**config.mk**
```make
export PLATFORM = sky130hd
export DESIGN_NAME = periodic_timer_table_core
export DESIGN_NICKNAME = d
export VERILOG_FILES = /design/src/rtl/core/ptt_pkg.sv /design/src/rtl/core/ptt_alu.sv /design/src/rtl/core/ptt_slot_mem.sv /design/src/rtl/core/periodic_timer_table_core.sv
export SDC_FILE = /design/constraint.sdc
export NUM_CORES = 2
export LEC_CHECK = 0
export BUFFER_PORTS_ARGS = -buffer_cell sky130_fd_sc_hd__buf_4
export CAP_MARGIN = 20
export CELL_PAD_IN_SITES_DETAIL_PLACEMENT = 0
export CELL_PAD_IN_SITES_GLOBAL_PLACEMENT = 1
export CORE_MARGIN = 2
export CORE_UTILIZATION = 30
export DETAILED_ROUTE_END_ITERATION = 10
export GPL_ROUTABILITY_DRIVEN = 0
export MAX_ROUTING_LAYER = met4
export PLACE_DENSITY_LB_ADDON = 0.05
export SYNTH_ARGS = -nofsm -noshare
export SYNTH_HDL_FRONTEND = slang
export SYNTH_SLANG_ARGS = --single-unit
```
**constraint.sdc**
```tcl
create_clock -name clock -period 6.5 [get_ports clock]
set_clock_uncertainty 0.15 [all_clocks]
set_input_delay 1.3 -clock clock [delete_from_list [all_inputs] [get_ports clock]]
set_output_delay 1.3 -clock clock [all_outputs]
set_load 0.03 [all_outputs]
```
**src/rtl/core/ptt_pkg.sv**
```systemverilog
// shared types, sizes and codes for the periodic timer table
package ptt_pkg;

   // table geometry
   localparam int MAX_SLOTS  = 16;
   localparam int TIME_BITS  = 32;
   localparam int SLOT_BITS  = (MAX_SLOTS > 1) ? $clog2(MAX_SLOTS) : 1;
   localparam int REM_W      = TIME_BITS + 2;
   localparam int ACC_W      = TIME_BITS + 3;
   localparam int SLOT_CMP_W = 8;
   localparam int MAX_FIRES  = 16;
   localparam int FIRE_CNT_W = $clog2(MAX_FIRES + 1);

   // fixed field widths of the ports
   localparam int FUNC_W  = 2;
   localparam int SLOT_W  = 4;
   localparam int FIELD_W = 32;
   localparam int KIND_W  = 2;

   localparam logic [TIME_BITS-1:0] TIME_MASK = {TIME_BITS{1'b1}};
   // most negative remaining time, -2^(TIME_BITS+1)
   localparam logic signed [ACC_W-1:0] REM_MIN = {2'b11, {(TIME_BITS + 1){1'b0}}};

   // request operation codes
   localparam logic [FUNC_W-1:0] FUNC_TICK   = 2'd0;
   localparam logic [FUNC_W-1:0] FUNC_ADD    = 2'd1;
   localparam logic [FUNC_W-1:0] FUNC_ADJUST = 2'd2;
   localparam logic [FUNC_W-1:0] FUNC_REMOVE = 2'd3;

   // response kinds
   localparam logic [KIND_W-1:0] KIND_FIRE   = 2'd0;
   localparam logic [KIND_W-1:0] KIND_RELOAD = 2'd1;
   localparam logic [KIND_W-1:0] KIND_NONE   = 2'd2;

   typedef enum logic {
      ALU_ADD,
      ALU_SUB
   } alu_op_type;

   typedef enum logic [3:0] {
      ST_IDLE,
      ST_DECODE,
      ST_TICK_SUB,
      ST_TICK_ADD,
      ST_TICK_END,
      ST_LEFT,
      ST_CMP_LEFT,
      ST_CMP_SHORT,
      ST_SEARCH
   } state_type;

   // write port of the slot memory
   typedef struct packed {
      logic                       per_we;
      logic                       rem_we;
      logic [SLOT_BITS-1:0]       addr;
      logic [TIME_BITS-1:0]       per;
      logic signed [REM_W-1:0]    rem;
   } mem_wr_type;

endpackage

```
**src/rtl/core/ptt_alu.sv**
```systemverilog
// shared add/subtract unit with sign flag
module ptt_alu
   import ptt_pkg::*;
(
   input  alu_op_type               op,
   input  logic signed [ACC_W-1:0]  a,
   input  logic signed [ACC_W-1:0]  b,
   output logic signed [ACC_W-1:0]  sum,
   output logic                     neg
);

   // one wide adder, b inverted for subtract
   always_comb begin
      unique case (op)
         ALU_ADD: sum = a + b;
         ALU_SUB: sum = a - b;
      endcase
   end

   assign neg = sum[ACC_W-1];

endmodule

```
**src/rtl/core/ptt_slot_mem.sv**
```systemverilog
// period and remaining-time storage, one write and one registered read per cycle
module ptt_slot_mem
   import ptt_pkg::*;
(
   input  logic                     clock,
   input  mem_wr_type               wr,
   input  logic [SLOT_BITS-1:0]     rd_addr,
   output logic [TIME_BITS-1:0]     rd_period,
   output logic signed [REM_W-1:0]  rd_rem
);

   logic [TIME_BITS-1:0]    period_mem [MAX_SLOTS];
   logic signed [REM_W-1:0] rem_mem    [MAX_SLOTS];

   // write port
   always_ff @(posedge clock) begin
      if (wr.per_we) begin
         period_mem[wr.addr] <= wr.per;
      end
      if (wr.rem_we) begin
         rem_mem[wr.addr] <= wr.rem;
      end
   end

   // registered read port
   always_ff @(posedge clock) begin
      rd_period <= period_mem[rd_addr];
      rd_rem    <= rem_mem[rd_addr];
   end

endmodule

```
**src/rtl/core/periodic_timer_table_core.sv**
```systemverilog
// periodic timer table: sequencer, slot flags, shortest-period tracking and response register
// ticks run subtract and add states per slot; add and adjust run time-left and compares;
// removing the shortest slot searches anew; the rest end at decode; busy drops with the
// last response; a request is taken only when idle; a tick gives at most one fire per slot;
// responses cannot be stalled; synchronous reset clears slot flags and the shortest-slot
// record, stored periods and remaining times stay undefined until an add writes them
module periodic_timer_table_core
   import ptt_pkg::*;
(
   input  logic                clock,
   input  logic                reset,
   input  logic                start,
   output logic                busy,
   input  logic [FUNC_W-1:0]   req_func,
   input  logic [SLOT_W-1:0]   req_slot,
   input  logic [FIELD_W-1:0]  req_period,
   input  logic [FIELD_W-1:0]  req_elapsed,
   output logic                rsp_strobe,
   output logic [KIND_W-1:0]   rsp_kind,
   output logic [SLOT_W-1:0]   rsp_fired_slot,
   output logic [FIELD_W-1:0]  rsp_count,
   output logic                rsp_last
);

   state_type                state_ff, state_in;
   logic [FUNC_W-1:0]        func_ff, func_in;
   logic [SLOT_W-1:0]        slot_ff, slot_in;
   logic [TIME_BITS-1:0]     period_ff, period_in;
   logic [TIME_BITS-1:0]     elapsed_ff, elapsed_in;
   logic [SLOT_BITS-1:0]     idx_ff, idx_in;
   logic [FIRE_CNT_W-1:0]    fire_cnt_ff, fire_cnt_in;
   logic signed [ACC_W-1:0]  acc_ff, acc_in;
   logic                     reload_ff, reload_in;
   logic [MAX_SLOTS-1:0]     valid_ff, valid_in;
   logic [TIME_BITS-1:0]     short_per_ff, short_per_in;
   logic [SLOT_BITS-1:0]     short_slot_ff, short_slot_in;
   logic                     short_vld_ff, short_vld_in;

   logic                     rsp_strobe_ff, rsp_strobe_in;
   logic [KIND_W-1:0]        rsp_kind_ff, rsp_kind_in;
   logic [SLOT_W-1:0]        rsp_fired_slot_ff, rsp_fired_slot_in;
   logic [FIELD_W-1:0]       rsp_count_ff, rsp_count_in;
   logic                     rsp_last_ff, rsp_last_in;

   alu_op_type               alu_op;
   logic signed [ACC_W-1:0]  alu_a, alu_b, alu_sum;
   logic                     alu_neg;

   mem_wr_type               mem_wr;
   logic [SLOT_BITS-1:0]     rd_addr;
   logic [TIME_BITS-1:0]     rd_period;
   logic signed [REM_W-1:0]  rd_rem;

   logic [SLOT_BITS-1:0]     slot_idx;
   logic                     slot_ok;
   logic                     slot_used;
   logic                     idx_last;
   logic                     acc_le_zero;
   logic                     slot_fires;

   // shared arithmetic unit
   ptt_alu u_alu (
      .op  (alu_op),
      .a   (alu_a),
      .b   (alu_b),
      .sum (alu_sum),
      .neg (alu_neg)
   );

   // slot storage
   ptt_slot_mem u_mem (
      .clock     (clock),
      .wr        (mem_wr),
      .rd_addr   (rd_addr),
      .rd_period (rd_period),
      .rd_rem    (rd_rem)
   );

   // decode helpers
   assign slot_idx    = SLOT_BITS'(slot_ff);
   assign slot_ok     = SLOT_CMP_W'(slot_ff) < SLOT_CMP_W'(MAX_SLOTS);
   assign slot_used   = slot_ok && valid_ff[slot_idx];
   assign idx_last    = (idx_ff == SLOT_BITS'(MAX_SLOTS - 1));
   assign acc_le_zero = acc_ff[ACC_W-1] || (acc_ff == '0);
   assign slot_fires  = valid_ff[idx_ff] && acc_le_zero;

   // next state
   always_comb begin
      state_in = state_ff;
      unique case (state_ff)
         ST_IDLE: begin
            if (start) begin
               state_in = (req_func == FUNC_TICK) ? ST_TICK_SUB : ST_DECODE;
            end
         end
         ST_DECODE: begin
            unique case (func_ff)
               FUNC_ADD:    state_in = (slot_ok && !slot_used) ? ST_LEFT : ST_IDLE;
               FUNC_ADJUST: state_in = slot_used ? ST_LEFT : ST_IDLE;
               FUNC_REMOVE: state_in = (slot_used && short_vld_ff && short_slot_ff == slot_idx)
                                       ? ST_SEARCH : ST_IDLE;
               FUNC_TICK:   state_in = ST_IDLE;
            endcase
         end
         ST_TICK_SUB:  state_in = ST_TICK_ADD;
         ST_TICK_ADD:  state_in = idx_last ? ST_TICK_END : ST_TICK_SUB;
         ST_TICK_END:  state_in = ST_IDLE;
         ST_LEFT:      state_in = ST_CMP_LEFT;
         ST_CMP_LEFT:  state_in = ST_CMP_SHORT;
         ST_CMP_SHORT: state_in = ST_IDLE;
         ST_SEARCH:    state_in = idx_last ? ST_IDLE : ST_SEARCH;
         default:      state_in = ST_IDLE;
      endcase
   end

   // datapath control and response generation
   always_comb begin
      func_in           = func_ff;
      slot_in           = slot_ff;
      period_in         = period_ff;
      elapsed_in        = elapsed_ff;
      idx_in            = idx_ff;
      fire_cnt_in       = fire_cnt_ff;
      acc_in            = acc_ff;
      reload_in         = reload_ff;
      valid_in          = valid_ff;
      short_per_in      = short_per_ff;
      short_slot_in     = short_slot_ff;
      short_vld_in      = short_vld_ff;
      rsp_strobe_in     = 1'b0;
      rsp_kind_in       = KIND_NONE;
      rsp_fired_slot_in = '0;
      rsp_count_in      = '0;
      rsp_last_in       = 1'b0;
      alu_op            = ALU_SUB;
      alu_a             = '0;
      alu_b             = '0;
      rd_addr           = idx_ff;
      mem_wr            = '0;
      mem_wr.addr       = idx_ff;

      unique case (state_ff)
         ST_IDLE: begin
            if (start) begin
               func_in     = req_func;
               slot_in     = req_slot;
               period_in   = TIME_BITS'(req_period);
               elapsed_in  = TIME_BITS'(req_elapsed);
               idx_in      = '0;
               fire_cnt_in = '0;
               rd_addr     = '0;
            end
         end

         ST_DECODE: begin
            mem_wr.addr = slot_idx;
            mem_wr.per  = period_ff;
            mem_wr.rem  = REM_W'(period_ff);
            unique case (func_ff)
               FUNC_ADD: begin
                  if (slot_ok && !slot_used) begin
                     mem_wr.per_we      = 1'b1;
                     mem_wr.rem_we      = 1'b1;
                     valid_in[slot_idx] = 1'b1;
                  end else begin
                     rsp_strobe_in = 1'b1;
                     rsp_last_in   = 1'b1;
                  end
               end
               FUNC_ADJUST: begin
                  if (slot_used) begin
                     mem_wr.per_we = 1'b1;
                  end else begin
                     rsp_strobe_in = 1'b1;
                     rsp_last_in   = 1'b1;
                  end
               end
               FUNC_REMOVE: begin
                  if (slot_used) begin
                     valid_in[slot_idx] = 1'b0;
                  end
                  // removing the shortest slot starts a search from slot zero
                  if (slot_used && short_vld_ff && short_slot_ff == slot_idx) begin
                     short_per_in  = TIME_MASK;
                     short_slot_in = '0;
                     short_vld_in  = 1'b0;
                     idx_in        = '0;
                     rd_addr       = '0;
                  end else begin
                     rsp_strobe_in = 1'b1;
                     rsp_last_in   = 1'b1;
                  end
               end
               FUNC_TICK: begin
                  rsp_strobe_in = 1'b1;
                  rsp_last_in   = 1'b1;
               end
            endcase
         end

         // time left on the hardware timer, held at zero
         ST_LEFT: begin
            alu_a  = {3'b000, short_per_ff};
            alu_b  = {3'b000, elapsed_ff};
            acc_in = alu_neg ? '0 : alu_sum;
         end

         // reprogram when the new period ends before the time left, or on an add with no shortest slot
         ST_CMP_LEFT: begin
            alu_a     = {3'b000, period_ff};
            alu_b     = acc_ff;
            reload_in = alu_neg || (func_ff == FUNC_ADD && !short_vld_ff);
         end

         // track the shortest period
         ST_CMP_SHORT: begin
            alu_a = {3'b000, period_ff};
            alu_b = {3'b000, short_per_ff};
            if (!short_vld_ff || alu_neg) begin
               short_per_in  = period_ff;
               short_slot_in = slot_idx;
               short_vld_in  = 1'b1;
            end
            rsp_strobe_in = 1'b1;
            rsp_last_in   = 1'b1;
            rsp_kind_in   = reload_ff ? KIND_RELOAD : KIND_NONE;
            rsp_count_in  = reload_ff ? FIELD_W'(period_ff) : '0;
         end

         // remaining minus elapsed, saturated at the negative limit
         ST_TICK_SUB: begin
            rd_addr = idx_ff;
            alu_a   = ACC_W'(rd_rem);
            alu_b   = {3'b000, elapsed_ff};
            acc_in  = (alu_sum < REM_MIN) ? REM_MIN : alu_sum;
         end

         // fire and reload, write back, fetch the next slot
         ST_TICK_ADD: begin
            alu_op      = ALU_ADD;
            alu_a       = acc_ff;
            alu_b       = {3'b000, rd_period};
            mem_wr.addr = idx_ff;
            mem_wr.rem  = slot_fires ? alu_sum[REM_W-1:0] : acc_ff[REM_W-1:0];
            if (valid_ff[idx_ff]) begin
               mem_wr.rem_we = 1'b1;
            end
            if (slot_fires && fire_cnt_ff < FIRE_CNT_W'(MAX_FIRES)) begin
               rsp_strobe_in     = 1'b1;
               rsp_kind_in       = KIND_FIRE;
               rsp_fired_slot_in = SLOT_W'(idx_ff);
               fire_cnt_in       = fire_cnt_ff + 1'b1;
            end
            if (!idx_last) begin
               idx_in  = idx_ff + 1'b1;
               rd_addr = idx_ff + 1'b1;
            end
         end

         ST_TICK_END: begin
            rsp_strobe_in = 1'b1;
            rsp_last_in   = 1'b1;
            rsp_kind_in   = short_vld_ff ? KIND_RELOAD : KIND_NONE;
            rsp_count_in  = short_vld_ff ? FIELD_W'(short_per_ff) : '0;
         end

         // one slot a cycle; ties go to the later slot
         ST_SEARCH: begin
            alu_a = {3'b000, short_per_ff};
            alu_b = {3'b000, rd_period};
            if (valid_ff[idx_ff] && !alu_neg) begin
               short_per_in  = rd_period;
               short_slot_in = idx_ff;
               short_vld_in  = 1'b1;
            end
            if (idx_last) begin
               rsp_strobe_in = 1'b1;
               rsp_last_in   = 1'b1;
            end else begin
               idx_in  = idx_ff + 1'b1;
               rd_addr = idx_ff + 1'b1;
            end
         end

         default: begin
         end
      endcase
   end

   // control registers
   always_ff @(posedge clock) begin
      if (reset) begin
         state_ff      <= ST_IDLE;
         valid_ff      <= '0;
         short_per_ff  <= '0;
         short_slot_ff <= '0;
         short_vld_ff  <= 1'b0;
         rsp_strobe_ff <= 1'b0;
      end else begin
         state_ff      <= state_in;
         valid_ff      <= valid_in;
         short_per_ff  <= short_per_in;
         short_slot_ff <= short_slot_in;
         short_vld_ff  <= short_vld_in;
         rsp_strobe_ff <= rsp_strobe_in;
      end
   end

   // payload registers
   always_ff @(posedge clock) begin
      func_ff           <= func_in;
      slot_ff           <= slot_in;
      period_ff         <= period_in;
      elapsed_ff        <= elapsed_in;
      idx_ff            <= idx_in;
      fire_cnt_ff       <= fire_cnt_in;
      acc_ff            <= acc_in;
      reload_ff         <= reload_in;
      rsp_kind_ff       <= rsp_kind_in;
      rsp_fired_slot_ff <= rsp_fired_slot_in;
      rsp_count_ff      <= rsp_count_in;
      rsp_last_ff       <= rsp_last_in;
   end

   // ports
   assign busy           = (state_ff != ST_IDLE);
   assign rsp_strobe     = rsp_strobe_ff;
   assign rsp_kind       = rsp_kind_ff;
   assign rsp_fired_slot = rsp_fired_slot_ff;
   assign rsp_count      = rsp_count_ff;
   assign rsp_last       = rsp_last_ff;

   // the final response of a request appears as the sequencer returns to idle
   assert property (@(posedge clock) disable iff (reset)
      rsp_strobe && rsp_last |-> !busy)
      else $error("last response while still busy");

   // an accepted request always occupies the sequencer
   assert property (@(posedge clock) disable iff (reset)
      start && !busy |=> busy)
      else $error("accepted request did not start the sequencer");

   // only fire responses come ahead of the last one
   assert property (@(posedge clock) disable iff (reset)
      rsp_strobe && !rsp_last |-> rsp_kind == KIND_FIRE && busy)
      else $error("non-final response is not a fire");

   // the recorded shortest slot is always an occupied slot
   assert property (@(posedge clock) disable iff (reset)
      short_vld_ff |-> valid_ff[short_slot_ff])
      else $error("shortest slot is not occupied");

endmodule

```
After elaboration in Yosys (flattened, before gate mapping)
Memory sizes are Yosys's and may differ from the RTL's. A register that Yosys moved wholly into a read port is not among the register bits.
Index checks and enable logic that the tools add are counted.
{"block": "totals", "out_inout_bits": 41, "word_cells": 160, "n_memories": 2, "regBits": 212, "mem_bits_rw": 1056, "input_bits": 73}
{"block": "op_classes", "bitwise": 3, "n_addsub": 4, "n_lt_le_gt_ge": 5, "n_eq_ne": 21, "reduce_logical": 31, "mux": 76}
{"memory": "u_mem.rem_mem", "words": 16, "word_bits": 34, "rd": 1, "rd_clocked_by_memory_dff": 1, "wr": 1, "line": "ptt_slot_mem.sv:13", "rtl": "logic signed [REM_W-1:0] rem_mem [MAX_SLOTS];"}
{"memory": "u_mem.period_mem", "words": 16, "word_bits": 32, "rd": 1, "rd_clocked_by_memory_dff": 1, "wr": 1, "line": "ptt_slot_mem.sv:12", "rtl": "logic [TIME_BITS-1:0] period_mem [MAX_SLOTS];"}
{"cell": "$pmux W35 S4", "count": 2}
{"cell": "$mux W32", "count": 7}
{"cell": "$pmux W35 S2", "count": 2}
{"cell": "$pmux W32 S3", "count": 1}
{"cell": "$mux W34", "count": 2}
{"cell": "$pmux W34 S2", "count": 1}
{"cell": "$pmux W32 S2", "count": 1}
{"cell": "$mux W4", "count": 11}
{"cell": "$add A35 B35 Y35", "count": 1}
{"cell": "$logic_not A35 Y1", "count": 1}
{"cell": "$lt A35 B34 Y1 const B", "count": 1}
{"cell": "$mux W35", "count": 1}
{"cell": "$sub A35 B35 Y35", "count": 1}
{"cell": "$mux W16", "count": 2}
{"cell": "$pmux W16 S2", "count": 1}
{"cell": "$pmux W4 S7", "count": 1}
{"cell": "$pmux W4 S3", "count": 2}
{"cell": "$mux W1", "count": 20}
{"cell": "$pmux W5 S2", "count": 2}
{"cell": "$and A16 B16 Y16", "count": 1}
{"cell": "$eq A4 B3 Y1 const B", "count": 4}
{"cell": "$not A16 Y16", "count": 1}
{"cell": "$or A16 B16 Y16", "count": 1}
{"cell": "$pmux W4 S4", "count": 1}
{"cell": "other kinds (35)", "count": 72}

Depth between registers and ports, before layout
{"block": "depth", "depth_word": 9, "ltp_mapped": 29, "depth_no_buf": 22}

Cells and area by module
From an unflattened synthesis, not the netlist that was laid out.
{"block": "unflattened", "hier_cells": 3212, "area_unflattened_um2": 54383.4}
{"mod": "ptt_slot_mem", "n_inst": 1, "cells_per_inst": 1723, "area_each_um2": 40891.7, "seq_area_each_um2": 33031.7}
{"mod": "periodic_timer_table_core", "n_inst": 1, "cells_per_inst": 1069, "area_each_um2": 10727.8, "seq_area_each_um2": 5355.1}
{"mod": "ptt_alu", "n_inst": 1, "cells_per_inst": 420, "area_each_um2": 2763.9, "seq_area_each_um2": 0.0}

Worst setup path before layout
No wires, ideal clock.
{"block": "synth_path", "kind": "register -> register", "start": "register state_ff[0]", "end": "register short_per_ff[10]", "setup_ns": 0.121, "path_slack_ns": 0.188, "stages_incl_launch_ff": 28, "synth_period_minus_slack_ns": 6.312, "arrival_ns": 6.041, "path_buffers": 5, "required_time_ns": 6.229, "cell_sequence": "dfxtp_1 -> buf_2 -> nor4b_2 -> a21o_4 -> buf_2 -> buf_2 -> a222oi_1 -> ha_1 -> and2_1 -> nand4_1 -> or3_1 -> buf_2 -> nor2_1 -> a21oi_1 -> o21ai_0 -> a22oi_1 -> ha_1 -> a21o_1 -> a21oi_1 -> nand2b_1 -> a41oi_1 -> nor3_1 -> a21oi_1 -> xnor2_1 -> xnor2_1 -> o2bb2ai_4 -> buf_6 -> mux2_4"}
{"block": "synth_between", "elab_chain_cells": 9, "elab_cells_between_ends": 27, "cone_classes": "add/sub: 2; eq/ne: 11; mux: 5; reduce/logical: 9"}
{"element": "start: declaration", "line": "periodic_timer_table_core.sv:25", "rtl": "state_type state_ff, state_in;"}
{"element": "start signal: assignment", "line": "periodic_timer_table_core.sv:300", "rtl": "state_ff <= state_in;"}
{"element": "$eq A4 B4 Y1 (tied with other cells)", "line": "periodic_timer_table_core.sv:142", "rtl": "unique case (state_ff)"}
{"element": "$reduce_or A2 Y1 (no line)"}
{"element": "$pmux W35 S4", "line": "periodic_timer_table_core.sv:142"}
{"element": "$sub A35 B35 Y35 / $add A35 B35 Y35 (equally long branches)", "line": "ptt_alu.sv:16, ptt_alu.sv:15"}
{"element": "$pmux W35 S2", "line": "ptt_alu.sv:14", "rtl": "unique case (op)"}
{"element": "$logic_not A1 Y1", "line": "periodic_timer_table_core.sv:271", "rtl": "if (valid_ff[idx_ff] && !alu_neg) begin"}
{"element": "$logic_and A1 B1 Y1", "line": "periodic_timer_table_core.sv:271"}
{"element": "$ne A2 B2 Y1 (no line)"}
{"element": "$reduce_and A5 Y1 (no line)"}
{"element": "end signal: assignment", "line": "periodic_timer_table_core.sv:302", "rtl": "short_per_ff <= short_per_in;"}
{"element": "end: declaration", "line": "periodic_timer_table_core.sv:35", "rtl": "logic [TIME_BITS-1:0] short_per_ff, short_per_in;"}
Parallel ways exist; a longest one is shown, timed or not.
A chain may end at the register's enable or synchronous reset.

==> results by group <==
Die
  • Core area: 185,400 um2
  • Die X: about 440 um
  • # rows: between 150 and 200
  • Initial core utilization: 0.3018
  • Die height: 435.9 um
  • IO Pins: 114
  • Die ar.: between 150,000 and 200,000 um2

Clock network
  • CTS tree: built
  • Clk sinks: ~1,300
  • Root Driver: clkbuf_16
  • CTS H-tree depth: 4
  • Clock Latency Late Sink: 0.81 ns
  • Clock transition at path regs: 0.06 ns
  • CTS Buf Count: roughly 160
  • CTS max path bufs: 3

Worst setup path
  • Worst Path Arrival: 6.54 ns
  • Critical Path End Type: flop
  • Setup CP Type: reg -> reg
  • Critical Path RT: 6.88 ns
  • Startpoint Class: flop
  • Peak fanout along the critical path: 16

Status
  • Status: finished clean

Placement
  • IO Port Bufs: 113
  • Dpl hpwl: 127,000 um
  • Placed Area: 61,100 um2

Power
  • PD cells: 308.4 nW/um2
  • Sequential power share: 0.474
  • Sw Pwr: between 5 and 6 mW
  • Part of the power in combinational logic: 0.102
  • Internal Power: 15.24 mW
  • Clock group share of total power: 0.425
  • VDD IR max: 0.1912 mV
  • Switching Fraction: 0.2549
  • Leakage: 23.86 nW

Synth
  • Async set-reset flop share out of synthesis: 0
  • Mapped Area: 55,960 um2
  • Gate Count Post-Synth: 4,684
  • Synth Net Count: 4,795
  • EDFF count, synth: 1,167
  • Yosys cell types: 80
  • Syn avg cell area: 11.95 um2
  • Post-synthesis sequential area ratio: 0.6859
  • Synth warn: 0
  • #FFs+latches synth: 1,334
  • Most used flip-flop cell after synthesis: edfxtp_1

Routing
  • Antenna-violating nets left: 0
  • Vias per inst: 5.105
  • Vias: 38,250
  • Starting DRT DRC Count: 3,344
  • Final wirelength: approximately 210,000 um
  • Pre-antenna DRT Iters: 6
  • Average wire per standard cell: around 28 um
  • Remaining DRCs: 0

Final layout
  • Fill count: 18,420
  • Footprint of the multi-input gates: between 15,000 and 20,000 um2
  • Area growth syn-to-layout: 18.49%
  • Core Util, Final: 0.3576
  • Most common cell after layout, fill and taps aside: nand2_1
  • Most frequent cells in the layout: nand2_1 (1,199), edfxtp_1 (1,167), buf_4 (290)
  • Post-layout instance area: 66,310 um2
  • Register area: 38,390 um2
  • Final nets: 4,979
  • Layout cells sized above 1: 0.1370

Timing
  • Max-slew headroom: 0.2947
  • Slew Viols, Final: 0
  • # setup viols final: 0
  • F_max: approximately 0.16 GHz
  • Hold Slack: approximately 0.32 ns
  • Final-report hold violation count: 0
  • Least-Margin Pin Slew: ~1.1 ns
  • Fin crit period: 6.158 ns
  • Final period util: 0.9474

Worst hold path
  • Hold Crit Class: reg -> reg

GRT
  • Global Route Usage Sum: 0.2256
  • Vias in the first global route: 37,450
  • Initial antenna violation count: 15
  • First-pass GRT wire length: ~300,000 um
  • Pin count of the biggest net entering global routing: 120
  • Grt ovf: 0

Job
  • MaxCap Viol Count: 0
[path summary, 6_finish.rpt]
check	startpoint	end	slack, ns	cells after the start
worst min-delay path	flop	flop	0.32	2
worst min register to register	flop	flop	0.32	2
worst max register to register	state_ff[0]	u_mem.rem_mem[10][29]	0.34	23
worst max-delay path	state_ff[0]	u_mem.rem_mem[10][29]	0.34	23
[registers in the layout, indices dropped and copies added, names as in the netlist, 32 cells and up, named ones only]
register	count
u_mem.period_mem	512
acc_ff	35
rsp_count	32
u_mem.rem_mem	544
short_per_ff	32
elapsed_ff	32
u_mem.rd_rem	34
u_mem.rd_period	32
period_ff	32
[cells by family after synthesis]
logic type	share of synthesized area
multiplexers	0.02189
adder cells (fa/ha/maj)	0.008630
buffers and inverters	0.02386
flip-flops	0.6859
XOR/XNOR	0.01080
AO/OA/AOI/OAI	0.08453
AND/OR/NAND/NOR	0.1644
[final cells by class]
cell class,count,share of cell area
antenna,7,0.0002642
clock buffer,238,0.06772
sequential,1334,0.5790
clock inverter,61,0.008906
tap,2480,0.04680
timing repair buffer,329,0.04463
inverter,19,0.001321
multi-input combinational,3025,0.2514
[metrics by stage]
step	setup TNS, ns	std cells	power (mW)	worst slack [ns]
3_5_place_dp	0	7184	11.92	0.1358
6_report	0	7493	20.45	0.3422
5_1_grt	-0.001724	7486	21.23	-0.001724
4_1_cts	0	7483	20.68	0.06040
2_1_floorplan	0	4684	10.98	0.1877
3_3_place_gp	0	7181	11.94	0.1749
[worst max-delay path, cell delays in order (launching register included)]
cell and delay, ns:
dfxtp_2 0.35, buf_4 0.19, nor2b_4 0.17, a21o_4 0.29
a222oi_1 0.45, ha_2 0.28, and2_1 0.17, nand4_1 0.17
buf_4 0.20, or2_2 0.33, o21ai_0 0.22, xnor2_1 0.17
ha_1 0.29, a21o_1 0.19, a21o_1 0.17, a21o_1 0.18
a2111oi_0 0.38, o21ai_0 0.20, o31ai_2 0.30, buf_4 0.19
xor2_1 0.28, o21ai_0 0.13, a21o_1 0.25, buf_12 0.15
[synthesized netlist by cell type, types with 7 or more instances]
| library cell | instances | share of area |
|---|---|---|
| nand2_1 | 1201 | 0.081 |
| edfxtp_1 | 1167 | 0.63 |
| nand3_1 | 287 | 0.026 |
| clkbuf_1 | 242 | 0.016 |
| a21oi_1 | 214 | 0.019 |
| nor2_1 | 210 | 0.014 |
| and3_1 | 170 | 0.019 |
| dfxtp_1 | 167 | 0.060 |
| a31oi_1 | 145 | 0.016 |
| o22ai_1 | 101 | 0.011 |
| nor3_1 | 82 | 0.0073 |
| o21ai_0 | 59 | 0.0053 |
| nor2b_1 | 56 | 0.0063 |
| xnor2_1 | 42 | 0.0066 |
| buf_2 | 41 | 0.0037 |
| mux2i_1 | 38 | 0.0068 |
| a222oi_1 | 37 | 0.0066 |
| ha_1 | 37 | 0.0083 |
| a22o_1 | 33 | 0.0052 |
| mux2_4 | 30 | 0.0080 |
| o21bai_1 | 29 | 0.0039 |
| xor2_1 | 27 | 0.0042 |
| a21o_1 | 18 | 0.0024 |
| inv_1 | 18 | 0.0012 |
| a221o_1 | 16 | 0.0029 |
| nand2b_1 | 16 | 0.0018 |
| buf_1 | 14 | 0.00094 |
| and2_1 | 13 | 0.0015 |
| mux2_2 | 13 | 0.0026 |
| o21a_1 | 13 | 0.0017 |
| a22oi_1 | 12 | 0.0016 |
| a311oi_1 | 11 | 0.0017 |
| mux4_2 | 10 | 0.0040 |
| or2_2 | 10 | 0.0011 |
| nor4_1 | 9 | 0.0010 |
| nand4_1 | 8 | 0.00089 |
| o31ai_1 | 7 | 0.00094 |
[power groups by stage]
stage	logic, mW	registers [mW]	clock network, mW
floorplan	1.24	9.74	0
global placement	2.08	9.87	0
detailed placement	2.06	9.86	0
CTS	2.07	9.68	8.93
global route	2.29	9.68	9.25
finish	2.08	9.68	8.68
[repair_timing]
item,CTS,global route
endpoints found under the hold margin,0,0
setup buffers,0,2
endpoints found under the setup margin,0,133
resized for setup,0,21
hold buffers,0,0
[layer usage]
layer  up-vias  GRT usage  wire (um)  part of all wire
met2       871     0.3533      98080              0.46
li1      17550          -          -                 -
met3       240    0.02905       8420             0.040
met1     19590     0.3099      99580              0.47
met4         0    0.05665       5445             0.026
met5         -          -          0                 0
(Power assumes the default switching activity.)
